File: src/hw/rtl/bpin_pkg.sv
`default_nettype none

package bpin_pkg;

  localparam int unsigned TableDepth = 64;
  localparam int unsigned IdxW = (TableDepth > 1) ? $clog2(TableDepth) : 1;
  localparam int unsigned CntW = $clog2(TableDepth + 1);

  localparam logic [7:0] FirstCodeReset = 8'h41;
  localparam logic [7:0] UpperA = 8'h41;
  localparam logic [7:0] UpperZ = 8'h5a;
  localparam logic [7:0] LowerA = 8'h61;
  localparam logic [7:0] LowerZ = 8'h7a;
  localparam logic [7:0] CaseOffset = 8'h20;
  localparam logic [7:0] SpaceByte = 8'h20;

  typedef logic [15:0] pair_key_t;

  function automatic logic [7:0] fold_byte(input logic [7:0] b);
    if (b >= UpperA && b <= UpperZ) begin
      return b + CaseOffset;
    end
    return b;
  endfunction

  function automatic logic is_lower(input logic [7:0] b);
    return (b >= LowerA) && (b <= LowerZ);
  endfunction

  function automatic logic [7:0] code_of(input logic [7:0] base, input logic [CntW-1:0] idx);
    logic [CntW+7:0] sum;
    sum = {{CntW{1'b0}}, base} + {8'b0, idx};
    return sum[7:0];
  endfunction

endpackage

`default_nettype wire

File: src/hw/rtl/byte_pair_interning_normaliser_core.sv
// Byte-pair interning normaliser.
// Input channel: in_valid_i / in_stall_o carries one raw byte and a last flag.
// A request is taken when in_valid_i is high and in_stall_o is low.
// Output channel: out_valid_o / out_stall_i carries the normalised byte with
// new_entry_o, table_full_o and out_last_o; the receiver holds it with stall.
// ASCII A-Z fold to a-z; lowercase letters and a lone final byte pass on
// as results. Any other byte opens a pair and gives no result by itself.
// The byte closing a pair starts a scan of the pair table: one stored entry
// is read per cycle from a single-port memory and checked by one comparator;
// a miss stores the pair at the next free entry; a full table gives a space.
// Codes are first_code plus the entry index, worked out at lookup time.
// The input stalls while a scan runs or a result waits for the output slot;
// the output register holds a stalled result, so one result can wait there
// while the next request is taken.
// Reset empties the table (entry count zero), drops an open pair and sets
// first_code to 0x41. cfg_we_i writes first_code at any edge.
`default_nettype none

module byte_pair_interning_normaliser_core (
  input  wire logic       clk_i,
  input  wire logic       rst_ni,
  input  wire logic       cfg_we_i,
  input  wire logic [7:0] cfg_wdata_i,
  input  wire logic       in_valid_i,
  output logic            in_stall_o,
  input  wire logic [7:0] in_byte_i,
  input  wire logic       in_last_i,
  output logic            out_valid_o,
  input  wire logic       out_stall_i,
  output logic [7:0]      out_byte_o,
  output logic            new_entry_o,
  output logic            table_full_o,
  output logic            out_last_o
);

  typedef enum logic [2:0] {
    StIdle = 3'b001,
    StScan = 3'b010,
    StHold = 3'b100
  } state_e;

  localparam int unsigned IdxW = bpin_pkg::IdxW;
  localparam int unsigned CntW = bpin_pkg::CntW;

  state_e state_q, state_d;
  logic [7:0] first_code_q;
  logic [CntW-1:0] count_q, count_d;
  logic pend_valid_q, pend_valid_d;
  logic [7:0] pend_byte_q, pend_byte_d;
  bpin_pkg::pair_key_t key_q, key_d;
  logic key_last_q, key_last_d;
  logic [CntW-1:0] scan_idx_q, scan_idx_d;
  logic [CntW-1:0] cmp_idx_q, cmp_idx_d;
  logic cmp_valid_q, cmp_valid_d;
  bpin_pkg::pair_key_t rd_data_q;
  logic rd_en;
  logic wr_en;

  logic [7:0] res_byte_q, res_byte_d;
  logic res_new_q, res_new_d;
  logic res_full_q, res_full_d;
  logic res_last_q, res_last_d;

  logic out_valid_q, out_valid_d;
  logic [7:0] out_byte_q;
  logic out_new_q, out_full_q, out_last_q;
  logic out_free, out_load, in_take, hit;
  logic [7:0] folded;

  bpin_pkg::pair_key_t table_mem [bpin_pkg::TableDepth];

  assign folded = bpin_pkg::fold_byte(in_byte_i);
  assign in_stall_o = (state_q != StIdle);
  assign in_take = in_valid_i && (state_q == StIdle);
  assign out_free = !out_valid_q || !out_stall_i;
  assign hit = cmp_valid_q && (rd_data_q == key_q);

  always_comb begin
    state_d = state_q;
    count_d = count_q;
    pend_valid_d = pend_valid_q;
    pend_byte_d = pend_byte_q;
    key_d = key_q;
    key_last_d = key_last_q;
    scan_idx_d = scan_idx_q;
    cmp_idx_d = cmp_idx_q;
    cmp_valid_d = 1'b0;
    res_byte_d = res_byte_q;
    res_new_d = res_new_q;
    res_full_d = res_full_q;
    res_last_d = res_last_q;
    rd_en = 1'b0;
    wr_en = 1'b0;
    out_load = 1'b0;
    unique case (state_q)
      StIdle: begin
        if (in_take) begin
          if (pend_valid_q) begin
            pend_valid_d = 1'b0;
            key_d = {pend_byte_q, folded};
            key_last_d = in_last_i;
            scan_idx_d = '0;
            state_d = StScan;
          end else if (bpin_pkg::is_lower(folded) || in_last_i) begin
            res_byte_d = folded;
            res_new_d = 1'b0;
            res_full_d = 1'b0;
            res_last_d = in_last_i;
            state_d = StHold;
          end else begin
            pend_valid_d = 1'b1;
            pend_byte_d = folded;
          end
        end
      end
      StScan: begin
        res_last_d = key_last_q;
        if (hit) begin
          res_byte_d = bpin_pkg::code_of(first_code_q, cmp_idx_q);
          res_new_d = 1'b0;
          res_full_d = 1'b0;
          state_d = StHold;
        end else if (scan_idx_q < count_q) begin
          rd_en = 1'b1;
          cmp_valid_d = 1'b1;
          cmp_idx_d = scan_idx_q;
          scan_idx_d = scan_idx_q + 1'b1;
        end else if (count_q == CntW'(bpin_pkg::TableDepth)) begin
          res_byte_d = bpin_pkg::SpaceByte;
          res_new_d = 1'b0;
          res_full_d = 1'b1;
          state_d = StHold;
        end else begin
          wr_en = 1'b1;
          res_byte_d = bpin_pkg::code_of(first_code_q, count_q);
          res_new_d = 1'b1;
          res_full_d = 1'b0;
          count_d = count_q + 1'b1;
          state_d = StHold;
        end
      end
      StHold: begin
        if (out_free) begin
          out_load = 1'b1;
          state_d = StIdle;
        end
      end
      default: state_d = StIdle;
    endcase
  end

  always_comb begin
    out_valid_d = out_valid_q;
    if (out_load) begin
      out_valid_d = 1'b1;
    end else if (!out_stall_i) begin
      out_valid_d = 1'b0;
    end
  end

  always_ff @(posedge clk_i or negedge rst_ni) begin
    if (!rst_ni) begin
      state_q <= StIdle;
      first_code_q <= bpin_pkg::FirstCodeReset;
      count_q <= '0;
      pend_valid_q <= 1'b0;
      pend_byte_q <= '0;
      cmp_valid_q <= 1'b0;
      out_valid_q <= 1'b0;
    end else begin
      state_q <= state_d;
      if (cfg_we_i) begin
        first_code_q <= cfg_wdata_i;
      end
      count_q <= count_d;
      pend_valid_q <= pend_valid_d;
      pend_byte_q <= pend_byte_d;
      cmp_valid_q <= cmp_valid_d;
      out_valid_q <= out_valid_d;
    end
  end

  always_ff @(posedge clk_i) begin
    key_q <= key_d;
    key_last_q <= key_last_d;
    scan_idx_q <= scan_idx_d;
    cmp_idx_q <= cmp_idx_d;
    res_byte_q <= res_byte_d;
    res_new_q <= res_new_d;
    res_full_q <= res_full_d;
    res_last_q <= res_last_d;
    if (out_load) begin
      out_byte_q <= res_byte_q;
      out_new_q <= res_new_q;
      out_full_q <= res_full_q;
      out_last_q <= res_last_q;
    end
  end

  always_ff @(posedge clk_i) begin
    if (wr_en) begin
      table_mem[count_q[IdxW-1:0]] <= key_q;
    end
    if (rd_en) begin
      rd_data_q <= table_mem[scan_idx_q[IdxW-1:0]];
    end
  end

  assign out_valid_o = out_valid_q;
  assign out_byte_o = out_byte_q;
  assign new_entry_o = out_new_q;
  assign table_full_o = out_full_q;
  assign out_last_o = out_last_q;

endmodule

`default_nettype wire

File: config.mk
export PLATFORM = sky130hd
export DESIGN_NAME = byte_pair_interning_normaliser_core
export DESIGN_NICKNAME = d
export VERILOG_FILES = /design/src/hw/rtl/bpin_pkg.sv /design/src/hw/rtl/byte_pair_interning_normaliser_core.sv
export SDC_FILE = /design/constraint.sdc
export NUM_CORES = 1
export LEC_CHECK = 0
export ABC_CLOCK_PERIOD_IN_PS = 4700
export BUFFER_PORTS_ARGS = -buffer_cell sky130_fd_sc_hd__buf_4
export CAP_MARGIN = 30
export CORE_MARGIN = 4
export CORE_UTILIZATION = 35
export CTS_CLUSTER_DIAMETER = 60
export DETAILED_ROUTE_END_ITERATION = 16
export GPL_TIMING_DRIVEN = 0
export PLACE_DENSITY_LB_ADDON = 0.2
export REMOVE_ABC_BUFFERS = 1
export SETUP_SLACK_MARGIN = 0.1
export SLEW_MARGIN = 40
export SYNTH_ARGS = -nofsm -noshare
export SYNTH_HDL_FRONTEND = slang
export SYNTH_SLANG_ARGS = --single-unit
File: constraint.sdc
create_clock -name clk_i -period 4.7 [get_ports clk_i]
set_input_delay 0.47 -clock clk_i [delete_from_list [all_inputs] [get_ports clk_i]]
set_output_delay 0.47 -clock clk_i [all_outputs]
set_load 0.005 [all_outputs]
==> run_results.csv <==
group,metric,value,unit
routing,drc,0,
synth,synth_edf_count,1093,
synth,netlist_area,43800,um2
grt,antenna_found_initial,1,
finish,fin_util,0.428,
power_and_ir_drop,finalPower,24.0,mW
power_and_ir_drop,p_clk_frac,0.376,
worst_setup_path,crit_arrival,4460,ps
worst_setup_path,crit_path_end_kind,"flip-flop",
worst_setup_path,path_cells,"clkinv_1 -> ha_1 -> a21o_1 -> a31oi_1 -> o21ai_0 -> a31oi_1 -> or4_4 -> or4_4 -> nor2_4 -> buf_8",
floorplanning,io_pins,35,
worst_setup_path,max_stage_delay,710,ps
power_and_ir_drop,p_switching,5.75,mW
synth,syn_inst,1976,
power_and_ir_drop,combPwrFrac,0.139,
sta,finalHoldViolations,0,
finish,stdcell_count,4095,
synth,yosys_warnings,0,
routing,detail-route-antenna-nets,0,
worst_setup_path,critPathTopFamily,"simple AND/OR/NAND/NOR gates",
sta,slew_headroom,0.445,
placement,numPortBuffers,34,
floorplanning,die_h,362,um
clock_tree,clk_latency,680,ps
clock_tree,cts_buffers,112,
grt,grt_pass1_vias,22300,
floorplanning,die_area,131000,um2
routing,vias,21300,
hold_path,hp-class,"in -> reg",
run,drv_cap,0,
power_and_ir_drop,p_sw_frac,0.240,
sta,fin_ws,610,ps
finish,area_delta_synth_final,21.2,%
clock_tree,clkTransAtPathRegs,60,ps
routing,drt_iter0_drc,1796,
finish,nets,2411,
sta,finalMaxSlewViolations,0,
finish,layout-drive-gt1-share,0.383,
worst_setup_path,worstPathRequired,5070,ps
synth,synth-seq-cells,1122,
power_and_ir_drop,p_per_area,452,nW/um2
synth,synth.avg_cell_area,22.2,um2
clock_tree,cts-root-buf,"clkbuf_16",
sta,min_period,4090,ps
synth,synth_area_leader_cell,"edfxtp_1",
sta,tightest_slew,830,ps
placement,place.gp.congestion,0.775,
clock_tree,cts_sinks,1122,
routing,wl_per_cell,26.3,um
worst_setup_path,crit_type,"reg -> reg",
clock_tree,htree_levels,3,
floorplanning,initial_utilization,0.353,
floorplanning,fp.coreArea,124000,um2
grt,gr-total-overflow,0,
floorplanning,die_w,362,um
finish,final_common_cell,"edfxtp_1",
placement,dp_hpwl,77500,um
routing,viasPerCell,5.21,
sta,rsz0062_at_grt,"no",
grt,grt_pass1_wl,157000,um
finish,register_area,33600,um2
floorplanning,rows,129,
finish,n_fill_cell,10600,
finish,multi_input_area,10100,um2
worst_setup_path,critPathLaunchType,"flip-flop",
sta,fin_worst_skew,27.5,ps
synth,ys_seq_area_frac,0.766,
routing,dr.pass1.iters,5,
worst_setup_path,path_buf_inv,2,
power_and_ir_drop,p_leak,17.2,nW
sta,hold_ws,48.2,ps
finish,layout_common_cells,"edfxtp_1, mux4_2, buf_6",
power_and_ir_drop,pwr-share-seq,0.485,
synth,synthFlopType,"edfxtp_1",
synth,synth_top_area_share,0.750,
routing,wirelength,108000,um
placement,placed_cells,3874,
sta,final-setup-viol-count,0,
clock_tree,clockBufferDepth,3,
clock_tree,tritoncts,"done",
grt,grt_usage,0.164,
synth,synth_area_leaders,"edfxtp_1, mux4_2, dfrtp_1, mux2_2, ha_1",
outcome,status,"completed",
power_and_ir_drop,max-vdd-ir-drop,0.298,mV
sta,timing.final.crit_share,0.870,
worst_setup_path,crit_slowest_cell,"or4_4",
synth,synth.distinct_cells,52,
grt,grt_max_degree,57,
worst_setup_path,worstPathMaxFanout,25,
placement,pre_cts_slack,46.7,ps
synth,async_flop_share,0.0258,
power_and_ir_drop,p_int,18.3,mW
sta,fmax,244,MHz
-- worst paths after layout --
check / from / endpoint / slack (ps) / depth (start not counted)
hold reg to reg: res_byte_q[4]$_DFFE_PP_ / out_byte_o[4]$_DFFE_PP_ / 400 / 0
setup reg to reg: count_q[2]$_DFFE_PN0P_ / table_mem[39][2]$_DFFE_PP_ / 610 / 10
setup / recovery: count_q[2]$_DFFE_PN0P_ / table_mem[39][2]$_DFFE_PP_ / 610 / 10
hold / removal: cfg_wdata_i[4] / first_code_q[4]$_DFFE_PN0P_ / 50 / 2
max in group asynchronous: rst_ni / first_code_q[0]$_DFFE_PN1P_ / 4050 / 2
min in group asynchronous: rst_ni / out_valid_o$_DFFE_PN0P_ / 290 / 2
-- repair_timing --
item	4_1_cts	5_1_grt
endpoints found under the setup margin	44	0
hold buffers	10	0
endpoints found under the hold margin	35	0
buffers inserted	0	0
gates resized for setup	2	0
-- state kept, by name, summed over array words and instances (netlist names), 3 cells and up --
name and cells:
scan_idx_q 7, count_q 7, state_q 3, res_byte_q 8
pend_byte_q 8, rd_data_q 16, key_q 16, out_byte_o 8
cmp_idx_q 7, table_mem 1024, first_code_q 8
-- synthesized netlist by cell type (all sizes together) (7+ instances only) --
master	instances
a211oi	18
a21oi	25
a31oi	9
buf	60
clkbuf	39
dfrtp	26
edfxtp	1093
ha	24
inv	17
mux2	27
mux2i	20
mux4	302
nand2	38
nand2b	7
nand3	25
nor2	53
nor2b	16
nor3	55
o211ai	10
o21ai	11
o22ai	11
xnor2	26
-- worst register-to-register path: cells and delay by family (launching register included) --
family	cells	cell delay (ps)
and+or+nand+nor	3	1830
buffers and inverters	2	560
DFF	1	510
AOI/OAI and AO/OA	4	490
adders and majority gates	1	410
-- cell families (layout without fill, tap and decap cells) --
family | after synthesis | count (layout) | share of synthesized area
AOI/OAI and AO/OA | 104 | 104 | 0.0153
xor gates and xnor gates | 32 | 32 | 0.00657
adders and majority gates | 26 | 26 | 0.00777
buffers and inverters | 117 | 598 | 0.0116
DFF | 1122 | 1122 | 0.766
muxes | 349 | 349 | 0.167
other | 0 | 1 | 0
and+or+nand+nor | 226 | 226 | 0.0255
-- routing by layer --
metal  global-route usage  vias to the layer above  part of all wire
met1                0.227                    11500              0.43
met5                    0                        -                 0
met4               0.0483                        0             0.025
li1                     -                     9107                 -
met2                0.274                      577              0.50
met3               0.0200                      146             0.045
-- power by group through the flow --
stage | Sequential (mW) | Clock (mW) | Combinational [mW]
floorplan | 12.3 | 0 | 1.81
global placement | 12.8 | 0 | 2.73
detailed placement | 11.9 | 0 | 3.35
CTS | 11.7 | 9.24 | 3.37
global route | 11.7 | 9.65 | 3.56
finish | 11.6 | 9.02 | 3.34
-- stage by stage --
stage	area, um2	setup TNS (ps)
final	53100	0
after global routing	53100	0
after CTS	53000	0
after detailed placement	49200	0
after global placement	45600	-
after floorplan	43300	-8600600
-- cell type report --
class                           instances  area share
Timing Repair Buffer                  372      0.0670
Tap cell                             1637      0.0386
Clock buffer                          137      0.0560
Clock inverter                         71      0.0141
Sequential cell                      1122       0.632
Inverter                               18     0.00127
Antenna cell                            1   0.0000472
Multi-Input combinational cell        737       0.191
No activity file was read; power rests on OpenSTA's default activity.
